[config.mk]
export PLATFORM = sky130hd
export DESIGN_NAME = first_fit_range_allocator
export DESIGN_NICKNAME = d
export VERILOG_FILES = /design/src/rtl/ffra_pkg.sv /design/src/rtl/first_fit_range_allocator.sv /design/src/rtl/ffra_table.sv /design/src/rtl/ffra_cfg.sv /design/src/rtl/ffra_ctrl.sv
export VERILOG_INCLUDE_DIRS = /design/src /design/src/rtl
export SDC_FILE = /design/constraint.sdc
export NUM_CORES = 2
export LEC_CHECK = 0
export ABC_AREA = 1
export BUFFER_PORTS_ARGS = -buffer_cell sky130_fd_sc_hd__buf_2
export CAP_MARGIN = 20
export CORE_MARGIN = 3
export CORE_UTILIZATION = 50
export CTS_CLUSTER_DIAMETER = 50
export DETAILED_ROUTE_END_ITERATION = 10
export PLACE_DENSITY = 0.78
export SYNTH_ARGS = -nofsm -noshare
export SYNTH_HDL_FRONTEND = slang
export SYNTH_SLANG_ARGS = --single-unit
[constraint.sdc]
create_clock -name i_clk -period 6.2 [get_ports i_clk]
set_input_delay 1.24 -clock i_clk [delete_from_list [all_inputs] [get_ports i_clk]]
set_output_delay 1.24 -clock i_clk [all_outputs]
set_load 0.02 [all_outputs]
[src/rtl/assert_macros.svh]
// Assertion macros used by the allocator sequencer
`ifndef ASSERT_MACROS_SVH
`define ASSERT_MACROS_SVH
`ifndef SYNTHESIS
// Same-cycle implication under synchronous active-low reset
`define ASSERT_IMPL(label, clk, rst_n, ante, cons, msg) \
    label: assert property (@(posedge clk) disable iff (!rst_n) (ante) |-> (cons)) \
        else $error(msg);
// Next-cycle implication under synchronous active-low reset
`define ASSERT_NEXT(label, clk, rst_n, ante, cons, msg) \
    label: assert property (@(posedge clk) disable iff (!rst_n) (ante) |=> (cons)) \
        else $error(msg);
`else
`define ASSERT_IMPL(label, clk, rst_n, ante, cons, msg)
`define ASSERT_NEXT(label, clk, rst_n, ante, cons, msg)
`endif
`endif

[src/rtl/ffra_pkg.sv]
// Shared types and constants for the first-fit range allocator
package ffra_pkg;

    localparam int unsigned MAX_RANGES_DEF = 16;
    localparam int unsigned ADDR_BITS_DEF  = 32;
    localparam int unsigned DATA_W         = 32;
    localparam int unsigned END_W          = DATA_W + 1;
    localparam int unsigned CFG_AW         = 3;

    localparam logic [DATA_W-1:0] BUF_BYTES_RST = 32'd65536;

    // Register index taken from paddr[2]
    localparam logic REG_BUFFER_BYTES = 1'b0;

    // Request opcodes
    localparam logic OP_ALLOC   = 1'b0;
    localparam logic OP_RELEASE = 1'b1;

    typedef enum logic [1:0] {
        ST_OK       = 2'd0,
        ST_NOFIT    = 2'd1,
        ST_NOTFOUND = 2'd2,
        ST_BAD      = 2'd3
    } t_status;

    typedef enum logic [2:0] {
        S_IDLE,
        S_SCAN,
        S_TAIL,
        S_MOVE,
        S_PUT
    } t_state;

    // One table entry: a live range
    typedef struct packed {
        logic [DATA_W-1:0] offset;
        logic [DATA_W-1:0] size;
    } t_entry;

endpackage

[src/rtl/first_fit_range_allocator.sv]
// First-fit range allocator: one request in flight, result strobed for one cycle.
// A rejected request is answered from idle; others scan the live entries, the table read port
// moving one entry a cycle. An allocate shifts the tail up at a fitting gap, else tries the
// gap at the buffer end, and puts the range on a fit; a found release shifts later ones down.
// busy is low again in the cycle o_done is shown, so the next word may be taken then.
// Synchronous reset clears the live entry count and sets buffer_bytes to 65536; the receiver cannot stall.
module first_fit_range_allocator
    import ffra_pkg::*;
#(
    parameter int unsigned MAX_RANGES = MAX_RANGES_DEF,
    parameter int unsigned ADDR_BITS  = ADDR_BITS_DEF
) (
    input  logic              i_clk,
    input  logic              i_rst_n,
    input  logic              start,
    output logic              busy,
    input  logic              i_opcode,
    input  logic [DATA_W-1:0] i_req_size,
    input  logic [DATA_W-1:0] i_req_offset,
    output logic              o_done,
    output logic [1:0]        o_status,
    output logic [DATA_W-1:0] o_grant_offset,
    input  logic              psel,
    input  logic              penable,
    input  logic              pwrite,
    input  logic [CFG_AW-1:0] paddr,
    input  logic [DATA_W-1:0] pwdata,
    output logic [DATA_W-1:0] prdata,
    output logic              pready
);

    localparam int unsigned IDX_W = (MAX_RANGES > 1) ? $clog2(MAX_RANGES) : 1;

    logic [END_W-1:0] buf_end;
    logic             we;
    logic [IDX_W-1:0] waddr;
    logic [IDX_W-1:0] raddr;
    t_entry           wdata;
    t_entry           rd_data;

    // Configuration registers
    ffra_cfg #(
        .ADDR_BITS (ADDR_BITS)
    ) u_cfg (
        .i_clk     (i_clk),
        .i_rst_n   (i_rst_n),
        .psel      (psel),
        .penable   (penable),
        .pwrite    (pwrite),
        .paddr     (paddr),
        .pwdata    (pwdata),
        .prdata    (prdata),
        .pready    (pready),
        .o_buf_end (buf_end)
    );

    // Sequencer
    ffra_ctrl #(
        .MAX_RANGES (MAX_RANGES)
    ) u_ctrl (
        .i_clk          (i_clk),
        .i_rst_n        (i_rst_n),
        .i_start        (start),
        .o_busy         (busy),
        .i_opcode       (i_opcode),
        .i_req_size     (i_req_size),
        .i_req_offset   (i_req_offset),
        .i_buf_end      (buf_end),
        .o_we           (we),
        .o_waddr        (waddr),
        .o_wdata        (wdata),
        .o_raddr        (raddr),
        .i_rd_data      (rd_data),
        .o_done         (o_done),
        .o_status       (o_status),
        .o_grant_offset (o_grant_offset)
    );

    // Range table
    ffra_table #(
        .MAX_RANGES (MAX_RANGES)
    ) u_table (
        .i_clk     (i_clk),
        .i_we      (we),
        .i_waddr   (waddr),
        .i_wdata   (wdata),
        .i_raddr   (raddr),
        .o_rd_data (rd_data)
    );

endmodule

[src/rtl/ffra_table.sv]
// Range table memory: one write port, one registered read port
module ffra_table
    import ffra_pkg::*;
#(
    parameter int unsigned MAX_RANGES = MAX_RANGES_DEF,
    localparam int unsigned IDX_W = (MAX_RANGES > 1) ? $clog2(MAX_RANGES) : 1
) (
    input  logic             i_clk,
    input  logic             i_we,
    input  logic [IDX_W-1:0] i_waddr,
    input  t_entry           i_wdata,
    input  logic [IDX_W-1:0] i_raddr,
    output t_entry           o_rd_data
);

    t_entry r_mem [MAX_RANGES];
    t_entry r_rd_data;

    // Write the addressed entry
    always_ff @(posedge i_clk) begin
        if (i_we) begin
            r_mem[i_waddr] <= i_wdata;
        end
    end

    // Register the read word
    always_ff @(posedge i_clk) begin
        r_rd_data <= r_mem[i_raddr];
    end

    assign o_rd_data = r_rd_data;

endmodule

[src/rtl/ffra_cfg.sv]
// APB register block holding the buffer size and its clamped end
module ffra_cfg
    import ffra_pkg::*;
#(
    parameter int unsigned ADDR_BITS = ADDR_BITS_DEF
) (
    input  logic              i_clk,
    input  logic              i_rst_n,
    input  logic              psel,
    input  logic              penable,
    input  logic              pwrite,
    input  logic [CFG_AW-1:0] paddr,
    input  logic [DATA_W-1:0] pwdata,
    output logic [DATA_W-1:0] prdata,
    output logic              pready,
    output logic [END_W-1:0]  o_buf_end
);

    // Address space limit; no clamp once it reaches the register range
    localparam int unsigned    LIM_SH = (ADDR_BITS < DATA_W) ? ADDR_BITS : DATA_W;
    localparam logic [END_W-1:0] LIMIT = END_W'(1) << LIM_SH;

    logic [DATA_W-1:0] r_buf_bytes;
    logic [END_W-1:0]  r_buf_end;
    logic [END_W-1:0]  wr_ext;
    logic [END_W-1:0]  rst_ext;
    logic              wr_en;

    assign wr_en   = psel && penable && pwrite && (paddr[2] == REG_BUFFER_BYTES);
    assign wr_ext  = {1'b0, pwdata};
    assign rst_ext = {1'b0, BUF_BYTES_RST};

    // Hold the raw size and the end of the usable buffer
    always_ff @(posedge i_clk) begin
        if (!i_rst_n) begin
            r_buf_bytes <= BUF_BYTES_RST;
            r_buf_end   <= (rst_ext > LIMIT) ? LIMIT : rst_ext;
        end else if (wr_en) begin
            r_buf_bytes <= pwdata;
            r_buf_end   <= (wr_ext > LIMIT) ? LIMIT : wr_ext;
        end
    end

    // Read back the register word
    assign prdata    = (paddr[2] == REG_BUFFER_BYTES) ? r_buf_bytes : '0;
    assign pready    = 1'b1;
    assign o_buf_end = r_buf_end;

endmodule

[src/rtl/ffra_ctrl.sv]
// Sequencer: scans the table, shifts entries and forms the result word
module ffra_ctrl
    import ffra_pkg::*;
#(
    parameter int unsigned MAX_RANGES = MAX_RANGES_DEF,
    localparam int unsigned IDX_W = (MAX_RANGES > 1) ? $clog2(MAX_RANGES) : 1,
    localparam int unsigned CNT_W = $clog2(MAX_RANGES + 1)
) (
    input  logic              i_clk,
    input  logic              i_rst_n,
    input  logic              i_start,
    output logic              o_busy,
    input  logic              i_opcode,
    input  logic [DATA_W-1:0] i_req_size,
    input  logic [DATA_W-1:0] i_req_offset,
    input  logic [END_W-1:0]  i_buf_end,
    output logic              o_we,
    output logic [IDX_W-1:0]  o_waddr,
    output t_entry            o_wdata,
    output logic [IDX_W-1:0]  o_raddr,
    input  t_entry            i_rd_data,
    output logic              o_done,
    output logic [1:0]        o_status,
    output logic [DATA_W-1:0] o_grant_offset
);

    t_state            r_state, n_state;
    logic              r_op, n_op;
    logic [DATA_W-1:0] r_size, n_size;
    logic [DATA_W-1:0] r_off, n_off;
    logic [CNT_W-1:0]  r_count, n_count;
    logic [IDX_W-1:0]  r_idx, n_idx;
    logic [IDX_W-1:0]  r_pos, n_pos;
    logic [IDX_W-1:0]  r_src, n_src;
    logic              r_up, n_up;
    logic [END_W-1:0]  r_prev_end, n_prev_end;
    logic              r_done, n_done;
    t_status           r_status, n_status;
    logic [DATA_W-1:0] r_grant, n_grant;

    logic [END_W-1:0]  ent_off;
    logic [END_W-1:0]  ent_end;
    logic [END_W-1:0]  req_ext;
    logic [END_W-1:0]  gap;
    logic [END_W-1:0]  tail_gap;
    logic              fit_gap;
    logic              fit_tail;
    logic              hit;
    logic              idx_last;
    logic              src_last;
    logic              accept;

    // Gap and match tests on the entry just read
    assign ent_off  = {1'b0, i_rd_data.offset};
    assign ent_end  = ent_off + {1'b0, i_rd_data.size};
    assign req_ext  = {1'b0, r_size};
    assign gap      = ent_off - r_prev_end;
    assign fit_gap  = (ent_off >= r_prev_end) && (gap >= req_ext);
    assign tail_gap = i_buf_end - r_prev_end;
    assign fit_tail = (i_buf_end >= r_prev_end) && (tail_gap >= req_ext);
    assign hit      = (i_rd_data.offset == r_off) && (i_rd_data.size == r_size);
    assign idx_last = (CNT_W'(r_idx) + CNT_W'(1)) == r_count;
    assign src_last = (CNT_W'(r_src) + CNT_W'(1)) == r_count;
    assign accept   = i_start && (r_state == S_IDLE);

    // State and payload registers
    always_ff @(posedge i_clk) begin
        if (!i_rst_n) begin
            r_state <= S_IDLE;
            r_count <= '0;
            r_done  <= 1'b0;
        end else begin
            r_state <= n_state;
            r_count <= n_count;
            r_done  <= n_done;
        end
    end

    always_ff @(posedge i_clk) begin
        r_op       <= n_op;
        r_size     <= n_size;
        r_off      <= n_off;
        r_idx      <= n_idx;
        r_pos      <= n_pos;
        r_src      <= n_src;
        r_up       <= n_up;
        r_prev_end <= n_prev_end;
        r_status   <= n_status;
        r_grant    <= n_grant;
    end

    // Next state, memory accesses and result word
    always_comb begin
        n_state    = r_state;
        n_op       = r_op;
        n_size     = r_size;
        n_off      = r_off;
        n_count    = r_count;
        n_idx      = r_idx;
        n_pos      = r_pos;
        n_src      = r_src;
        n_up       = r_up;
        n_prev_end = r_prev_end;
        n_done     = 1'b0;
        n_status   = r_status;
        n_grant    = r_grant;
        o_we       = 1'b0;
        o_waddr    = '0;
        o_wdata    = '0;
        o_raddr    = '0;

        case (r_state)
            S_IDLE: begin
                // Entry 0 is read every idle cycle, ready for a scan
                if (accept) begin
                    n_op       = i_opcode;
                    n_size     = i_req_size;
                    n_off      = i_req_offset;
                    n_prev_end = '0;
                    n_idx      = '0;
                    if (i_opcode == OP_ALLOC) begin
                        if ((i_req_size == '0) || (r_count == CNT_W'(MAX_RANGES))) begin
                            n_done   = 1'b1;
                            n_status = ST_BAD;
                            n_grant  = '0;
                        end else if (r_count == '0) begin
                            n_state = S_TAIL;
                        end else begin
                            n_state = S_SCAN;
                        end
                    end else begin
                        if (r_count == '0) begin
                            n_done   = 1'b1;
                            n_status = ST_NOTFOUND;
                            n_grant  = '0;
                        end else begin
                            n_state = S_SCAN;
                        end
                    end
                end
            end

            S_SCAN: begin
                o_raddr = r_idx + IDX_W'(1);
                if (r_op == OP_ALLOC) begin
                    if (fit_gap) begin
                        // Open a slot at this entry: shift the tail up
                        n_pos   = r_idx;
                        n_src   = IDX_W'(r_count - CNT_W'(1));
                        n_up    = 1'b1;
                        o_raddr = IDX_W'(r_count - CNT_W'(1));
                        n_state = S_MOVE;
                    end else begin
                        if (ent_end > r_prev_end) begin
                            n_prev_end = ent_end;
                        end
                        if (idx_last) begin
                            n_state = S_TAIL;
                        end else begin
                            n_idx = r_idx + IDX_W'(1);
                        end
                    end
                end else begin
                    if (hit) begin
                        if (idx_last) begin
                            n_count  = r_count - CNT_W'(1);
                            n_done   = 1'b1;
                            n_status = ST_OK;
                            n_grant  = '0;
                            n_state  = S_IDLE;
                        end else begin
                            // Close the hole: shift the tail down
                            n_src   = r_idx + IDX_W'(1);
                            n_up    = 1'b0;
                            n_state = S_MOVE;
                        end
                    end else if (idx_last) begin
                        n_done   = 1'b1;
                        n_status = ST_NOTFOUND;
                        n_grant  = '0;
                        n_state  = S_IDLE;
                    end else begin
                        n_idx = r_idx + IDX_W'(1);
                    end
                end
            end

            S_TAIL: begin
                // Try the gap up to the end of the buffer
                if (fit_tail) begin
                    n_pos   = IDX_W'(r_count);
                    n_state = S_PUT;
                end else begin
                    n_done   = 1'b1;
                    n_status = ST_NOFIT;
                    n_grant  = '0;
                    n_state  = S_IDLE;
                end
            end

            S_MOVE: begin
                // Copy one entry a cycle; shifting up writes above the source and reads below it, down the reverse
                o_we    = 1'b1;
                o_wdata = i_rd_data;
                if (r_up) begin
                    o_waddr = r_src + IDX_W'(1);
                    o_raddr = r_src - IDX_W'(1);
                    if (r_src == r_pos) begin
                        n_state = S_PUT;
                    end else begin
                        n_src = r_src - IDX_W'(1);
                    end
                end else begin
                    o_waddr = r_src - IDX_W'(1);
                    o_raddr = r_src + IDX_W'(1);
                    if (src_last) begin
                        n_count  = r_count - CNT_W'(1);
                        n_done   = 1'b1;
                        n_status = ST_OK;
                        n_grant  = '0;
                        n_state  = S_IDLE;
                    end else begin
                        n_src = r_src + IDX_W'(1);
                    end
                end
            end

            S_PUT: begin
                // Drop the new range into its slot
                o_we           = 1'b1;
                o_waddr        = r_pos;
                o_wdata.offset = r_prev_end[DATA_W-1:0];
                o_wdata.size   = r_size;
                n_count        = r_count + CNT_W'(1);
                n_done         = 1'b1;
                n_status       = ST_OK;
                n_grant        = r_prev_end[DATA_W-1:0];
                n_state        = S_IDLE;
            end

            default: begin
                n_state = S_IDLE;
            end
        endcase
    end

    assign o_busy         = (r_state != S_IDLE);
    assign o_done         = r_done;
    assign o_status       = r_status;
    assign o_grant_offset = r_grant;

    `include "assert_macros.svh"

    `ASSERT_IMPL(a_count_range, i_clk, i_rst_n, 1'b1, r_count <= CNT_W'(MAX_RANGES), "live count above table depth")
    `ASSERT_IMPL(a_fail_grant_zero, i_clk, i_rst_n, r_done && (r_status != ST_OK), r_grant == '0, "grant not zero on failure")
    `ASSERT_IMPL(a_alloc_grows, i_clk, i_rst_n, r_done && (r_status == ST_OK) && (r_op == OP_ALLOC), r_count == CNT_W'($past(r_count) + CNT_W'(1)), "allocate did not add an entry")
    `ASSERT_IMPL(a_release_shrinks, i_clk, i_rst_n, r_done && (r_status == ST_OK) && (r_op == OP_RELEASE), r_count == CNT_W'($past(r_count) - CNT_W'(1)), "release did not drop an entry")
    `ASSERT_NEXT(a_move_no_accept, i_clk, i_rst_n, r_state == S_MOVE, r_state != S_IDLE || r_done, "shift ended without a result")

endmodule
# --- Word level (Yosys, flattened, before mapping) ---
# Memories as Yosys holds them, arrays and structs flattened. A register that Yosys moved wholly into a read port is not among the register bits.
# Cells that the tools add are included.
totals:
  regBits: 219
  latch_bits: 0
  mem_bits_rw: 1024
  romBits: 0
  input_bits: 106
  output_inout_bits: 69
  wordCells: 193
  n_memories: 1
memory_table:
  columns: ["memory", "depth", "width", "read_ports", "rd_clocked_by_memory_dff", "wr", "line_no", "rtl"]
  rows:
  - ["u_table.r_mem", 16, 64, 1, 1, 1, "ffra_table.sv:16", "t_entry r_mem [MAX_RANGES];"]
classes:
  n_addsub: 10
  mul: 0
  div: 0
  magnitude_cmp: 6
  eq_ne: 39
  n_shift: 0
  n_mux: 93
  n_bitwise: 1
  reduce_logical: 28
op_table:
  columns: ["op", "count"]
  rows:
  - ["$mux 32", 10]
  - ["$mux 33", 5]
  - ["$pmux 32 s5", 1]
  - ["$pmux 64 s2", 1]
  - ["$mux 4", 19]
  - ["$ge 33x32->1", 2]
  - ["$pmux 33 s2", 1]
  - ["$eq 32x32->1", 2]
  - ["$pmux 4 s2", 5]
  - ["$mux 3", 13]
  - ["$add 32x32->33", 1]
  - ["$ge 32x33->1", 1]
  - ["$ge 33x33->1", 1]
  - ["$gt 32x33->1 const B", 1]
  - ["$gt 33x33->1", 1]
  - ["$sub 32x33->33", 1]
  - ["$sub 33x33->33", 1]
  - ["$logic_not 32->1", 1]
  - ["$ne 3x3->1 const B", 9]
  - ["$mux 2", 13]
  - ["$mux 5", 5]
  - ["$mux 1", 16]
  - ["$ne 2x1->1 const B", 8]
  - ["$pmux 5 s3", 1]
  - ["other kinds (34)", 58]

# --- Logic depth before layout (Yosys ltp) ---
depth:
  word_depth: 6
  mapped_depth: 41
  depth_no_buf: 38

# --- Modules after synthesis ---
# Synthesis repeated with hierarchy kept, for this count alone.
unflattened:
  hier_cells: 6483
  hier_area_um2: 62212.2
modules_own_cells:
  columns: ["module", "instances", "cells_each", "area_each_um2", "seq_area_each_um2"]
  rows:
  - ["ffra_table", 1, 4212, 45235.9, 32030.7]
  - ["ffra_ctrl", 1, 1990, 15294.7, 4534.3]
  - ["ffra_cfg", 1, 281, 1681.6, 640.6]

# --- Worst setup path after synthesis ---
# OpenSTA, ideal clock, no wires.
synth_path:
  path_type: "register -> register"
  startpoint: "reg u_ctrl.r_prev_end[0]"
  endpoint: "reg u_ctrl.r_prev_end[0] (enable)"
  setup_ns: 0.478
  t_arrival_ns: 6.322
  required_ns: 5.722
  path_slack_ns: -0.600
  path_stages_with_launch: 27
  path_buffers: 0
  period_less_slack_ns: 6.800
  path_cell_list: "edfxtp_1 ha_1 fa_1 o21ai_2 nand2_1 nand2_2 a21oi_1 o31ai_1 nand4_1 o211ai_1 nand2_1 nand2_1 nand2_1 nand2_1 nand3b_1 nand2_1 xor2_1 ha_1 nand2_1 nor2_1 and3_1 a31o_2 a21oi_2 nand2_2 nand2_1 nand3_1 a221oi_1"
synth_via:
  elab_chain_len: 5
  word_cells_on_any_way: 8
  cone_classes: "add/sub (1); order compare (3); eq/ne (2); reduce/logical (2)"
synth_rtl:
  columns: ["item", "line_no", "rtl"]
  rows:
  - ["start, declared", "ffra_ctrl.sv:36", "logic [END_W-1:0] r_prev_end, n_prev_end;"]
  - ["start signal, assigned", "ffra_ctrl.sv:87", "r_prev_end <= n_prev_end;"]
  - ["$sub 32x33->33", "ffra_ctrl.sv:57", "assign gap = ent_off - r_prev_end;"]
  - ["$ge 33x32->1", "ffra_ctrl.sv:58", "assign fit_gap = (ent_off >= r_prev_end) && (gap >= req_ext);"]
  - ["$logic_and 1x1->1", "ffra_ctrl.sv:58", null]
  - ["$ne 2x2->1 (no source line)", null, null]
  - ["$reduce_and 5->1 (no source line) (*)", null, null]
# Every way passes the cells marked *; elsewhere a longest branch is shown, timed or not.
# A chain may end at the register's enable or synchronous reset.

# --- Worst setup path after layout ---
layout_path:
  startpoint: "reg, netlist name u_table.o_rd_data[32]"
  endpoint: "reg, netlist name u_table.o_rd_data[35]"
layout_via:
  elab_chain_len: 6
  word_cells_on_any_way: 7
  cone_classes: "add/sub (1); order compare (2); mux (3); reduce/logical (1)"
layout_rtl:
  columns: ["item", "line_no", "rtl"]
  rows:
  - ["$sub 32x33->33", "ffra_ctrl.sv:57", null]
  - ["$ge 33x32->1", "ffra_ctrl.sv:58", null]
  - ["$logic_and 1x1->1 (*)", "ffra_ctrl.sv:58", null]
  - ["$mux 4 (*)", "ffra_ctrl.sv:146", "if (fit_gap) begin"]
  - ["$mux 4 (*)", "ffra_ctrl.sv:145", "if (r_op == OP_ALLOC) begin"]
  - ["$pmux 4 s2 (*)", "ffra_ctrl.sv:112", "case (r_state)"]
# Marks and branches as above.

==> results.yml <==
logic_synthesis:
  synth_area_leaders: "edfxtp_1 (57%), nand3_1 (9.8%), nand2_1 (8.6%), inv_1 (4.9%), ha_1 (4.0%)"
  syn-num-nets: 6503
  yosysUniqueCellTypes: 60
  synth-seq-cells: 1274
  netlist_top_cells_count: "nand2_1 (1407), nand3_1 (1201), edfxtp_1 (1169)"
  yosysMostFrequentCell: "nand2_1"
  synth-edff-count: 1169
  netlist_area_sq_mm: 0.06149
  yosysTopAreaCell: "edfxtp_1"
  synth_warnings: 0
  ys_async_sr_fraction: 0
  syn_inst: 6196
  synthFlopType: "edfxtp_1"
  ys_seq_area_frac: 0.6051
  synth_top_cell_area_share: 0.5709
  avgSynthCellArea_sq_um: 9.924
status:
  outcome: "completed"
sta:
  tns_ns: 0
  finalSetupViolCount: 0
  worst_clock_skew_ns: 0.02773
  fmax_ghz: 0.1688
  fin_crit_sh: 0.9558
  hold_viol: 0
  fin_crit_ns: 5.926
  drv_slew: 0
  whs_ns: 0.4918
  rsz0062_at_grt: "false"
  setup_slack_ns: 0.2741
  worst_slew_pin_slew_ns: 1.141
  maxSlewHeadroom: 0.2397
worst_setup_path:
  critPathMaxFanout: 31
  setup.worst_path.end_class: "flip-flop"
  path_buf_inv: 4
  cp_slowest_stage_delay_ns: 0.43
  path_class: "reg2reg"
  crit_required_ns: 6.86
  cpMaxStageDelayCell: "fa_1"
  cpMostUsedCell: "nand2_1"
  cp.arrival_ns: 6.59
  path_delay_family: "simple AND/OR/NAND/NOR gates"
  crit_path_start_kind: "flip-flop"
routing:
  routed_wl_microns: 183000
  viasPerCell: 5.827
  wl_per_cell_microns: 22.40
  drtAntennaViolNets: 0
  num_vias: 47620
  firstDrtPassIters: 6
  post-route-drc-count: 0
  drtIter0Drc: 6818
cts:
  cts.clk_slew.worst_paths_ns: 0.07
  ctsHoldBuffers: 0
  clockRootBuffer: "clkbuf_16"
  clock_sinks: 1274
  cts_tree: "yes"
  clockBufferDepth: 3
  clkLatencyLatePin_ns: 0.78
  numCtsBuffers: 134
  htree_levels: 4
die:
  die_w_microns: 356.7
  start_util: 0.5045
  pin_count: 175
  dieArea_sq_mm: 0.1272
  core_sq_mm: 0.1219
  dieHeight_microns: 356.7
  fp-row-count: 128
power:
  intPower_mw: 19.78
  power.switching_mw: 13.51
  p_per_area_mw_per_mm2: 475.9
  p_seq_frac: 0.335
  power_frac_clock: 0.242
  finalPower_mw: 33.29
  power_switching_share: 0.4058
  p_comb_frac: 0.422
  p_leak_nw: 29.51
  peakVddDrop_uv: 393.8
min_path:
  hold_path.class: "reg2reg"
cells_and_area:
  drive_gt1_frac: 0.1026
  fill_cells: 9675
  nNetsFinal: 6742
  diodes: 0
  area_delta_synth_final_pct: 13.77
  fin_area_sq_mm: 0.06996
placed_design:
  hpwl_microns: 113300
  detailed_place.area_sq_mm: 0.06534
  gp_congestion: 0.9898
  dp_slack_ns: 0.2107
  port_buffers: 171
global_routing:
  antenna_found_initial: 2
  track_usage: 0.2810
  overflow: 0
  grt_max_degree: 197
  grt_pass1_vias: 44650
  grt_pass1_wl_microns: 268900
flow_run:
  maxCapViolations: 0
repair_timing:
action	CTS	global route
resized for setup	0	6
setup endpoints to repair	0	64
buffers inserted	0	3
area by class of cell:
| class | count | area [sq um] | area share |
|---|---|---|---|
| inverter | 812 | 3060 | 0.04375 |
| tap | 1625 | 2033 | 0.02906 |
| timing repair buffer | 412 | 3438 | 0.04915 |
| sequential | 1274 | 37210 | 0.5319 |
| clock inverter | 79 | 823.3 | 0.01177 |
| clock buffer | 169 | 3627 | 0.05185 |
| multi-input combinational | 3801 | 19770 | 0.2826 |
logic make-up after synthesis:
logic type / after synthesis / synth area share
AO/OA/AOI/OAI: 504 / 0.04676
XOR/XNOR: 148 / 0.02108
adder cells (fa/ha/maj): 201 / 0.04126
buffers and inverters: 1121 / 0.07742
flip-flops: 1274 / 0.6051
multiplexers: 1 / 0.0001628
other: 1 / 0.00006098
AND/OR/NAND/NOR: 2946 / 0.2082
per-layer routing:
layer / share of wire / global-route usage / routed length, microns
met1: 0.37 / 0.3809 / 68530
met2: 0.45 / 0.4417 / 83250
met3: 0.12 / 0.05010 / 22830
met4: 0.046 / 0.1312 / 8428
met5: 0.000060 / 0 / 11
registers in the layout, summed over array words and instances (netlist names):
signal	count
u_ctrl.r_off	32
u_ctrl.r_src	4
u_cfg.o_buf_end	32
u_ctrl.r_up	1
u_ctrl.o_done	1
u_ctrl.r_prev_end	33
u_ctrl.o_grant_offset	32
u_ctrl.o_status	2
u_ctrl.r_count	5
u_ctrl.r_idx	4
u_table.r_mem	1024
u_ctrl.r_op	1
u_ctrl.r_pos	4
u_table.o_rd_data	64
u_ctrl.r_state	3
u_ctrl.r_size	32
worst reg2reg max path: cells and delay by family (launching register included):
family / cells / cell delay [ns]
and+or+nand+nor: 23 / 2.38
AOI/OAI and AO/OA: 6 / 1.16
adders and majority gates: 3 / 0.95
buffers and inverters: 4 / 0.78
DFF: 1 / 0.36
xor gates and xnor gates: 1 / 0.16
placed cells by master (no fill, tap or decap), drive strengths merged, types with 2 or more instances in the layout:
cell / Yosys / routed
nand3b: 3 / 3
o311ai: 4 / 4
a31oi: 17 / 17
a21oi: 189 / 189
nor3: 25 / 25
dfxtp: 105 / 105
a221oi: 10 / 10
xnor2: 35 / 35
ha: 198 / 198
xor2: 113 / 113
clkinv: 4 / 54
nand4: 27 / 27
o21bai: 9 / 9
a211oi: 14 / 14
nor2: 239 / 239
o2111ai: 3 / 3
a21boi: 2 / 2
fa: 3 / 3
or2: 2 / 2
o211ai: 9 / 9
o31ai: 3 / 3
clkinvlp: 0 / 6
nand2: 1412 / 1412
inv: 808 / 823
buf: 188 / 411
o21a: 10 / 10
o22ai: 41 / 41
edfxtp: 1169 / 1169
bufinv: 0 / 8
and3: 3 / 3
nor4: 29 / 29
o21ai: 170 / 170
o221a: 2 / 2
clkbuf: 121 / 170
and2: 2 / 2
a22oi: 3 / 3
nand3: 1202 / 1202
a21o: 9 / 9
a41oi: 2 / 2
metrics by stage:
stage,utilization,instances
final,0.5740,8172
after floorplan,-,6196
after detailed placement,0.5361,7910
after global placement,0.5360,7907
after global routing,0.5740,8172
after CTS,0.5727,8158
power groups by stage:
stage                     Clock [mW]  Combinational (mW)  Sequential, mW
after floorplan                    0                9.43            11.0
after global placement             0                13.3            11.3
after detailed placement           0                13.6            11.3
after CTS                       8.12                13.7            11.1
after global routing            8.48                15.5            11.2
final                           8.07                14.1            11.2
path summary, 6_finish.rpt:
| check | from | end | slack, ns | cells past startpoint |
|---|---|---|---|---|
| max reg2reg | u_table.o_rd_data[32] | u_table.o_rd_data[35] | 0.27 | 37 |
| min reg2reg | u_cfg.o_buf_end[19] | u_cfg.o_buf_end[19] | 0.49 | 2 |
| min | u_cfg.o_buf_end[19] | u_cfg.o_buf_end[19] | 0.49 | 2 |
| max | u_table.o_rd_data[32] | u_table.o_rd_data[35] | 0.27 | 37 |
(Power assumes the default switching activity.)
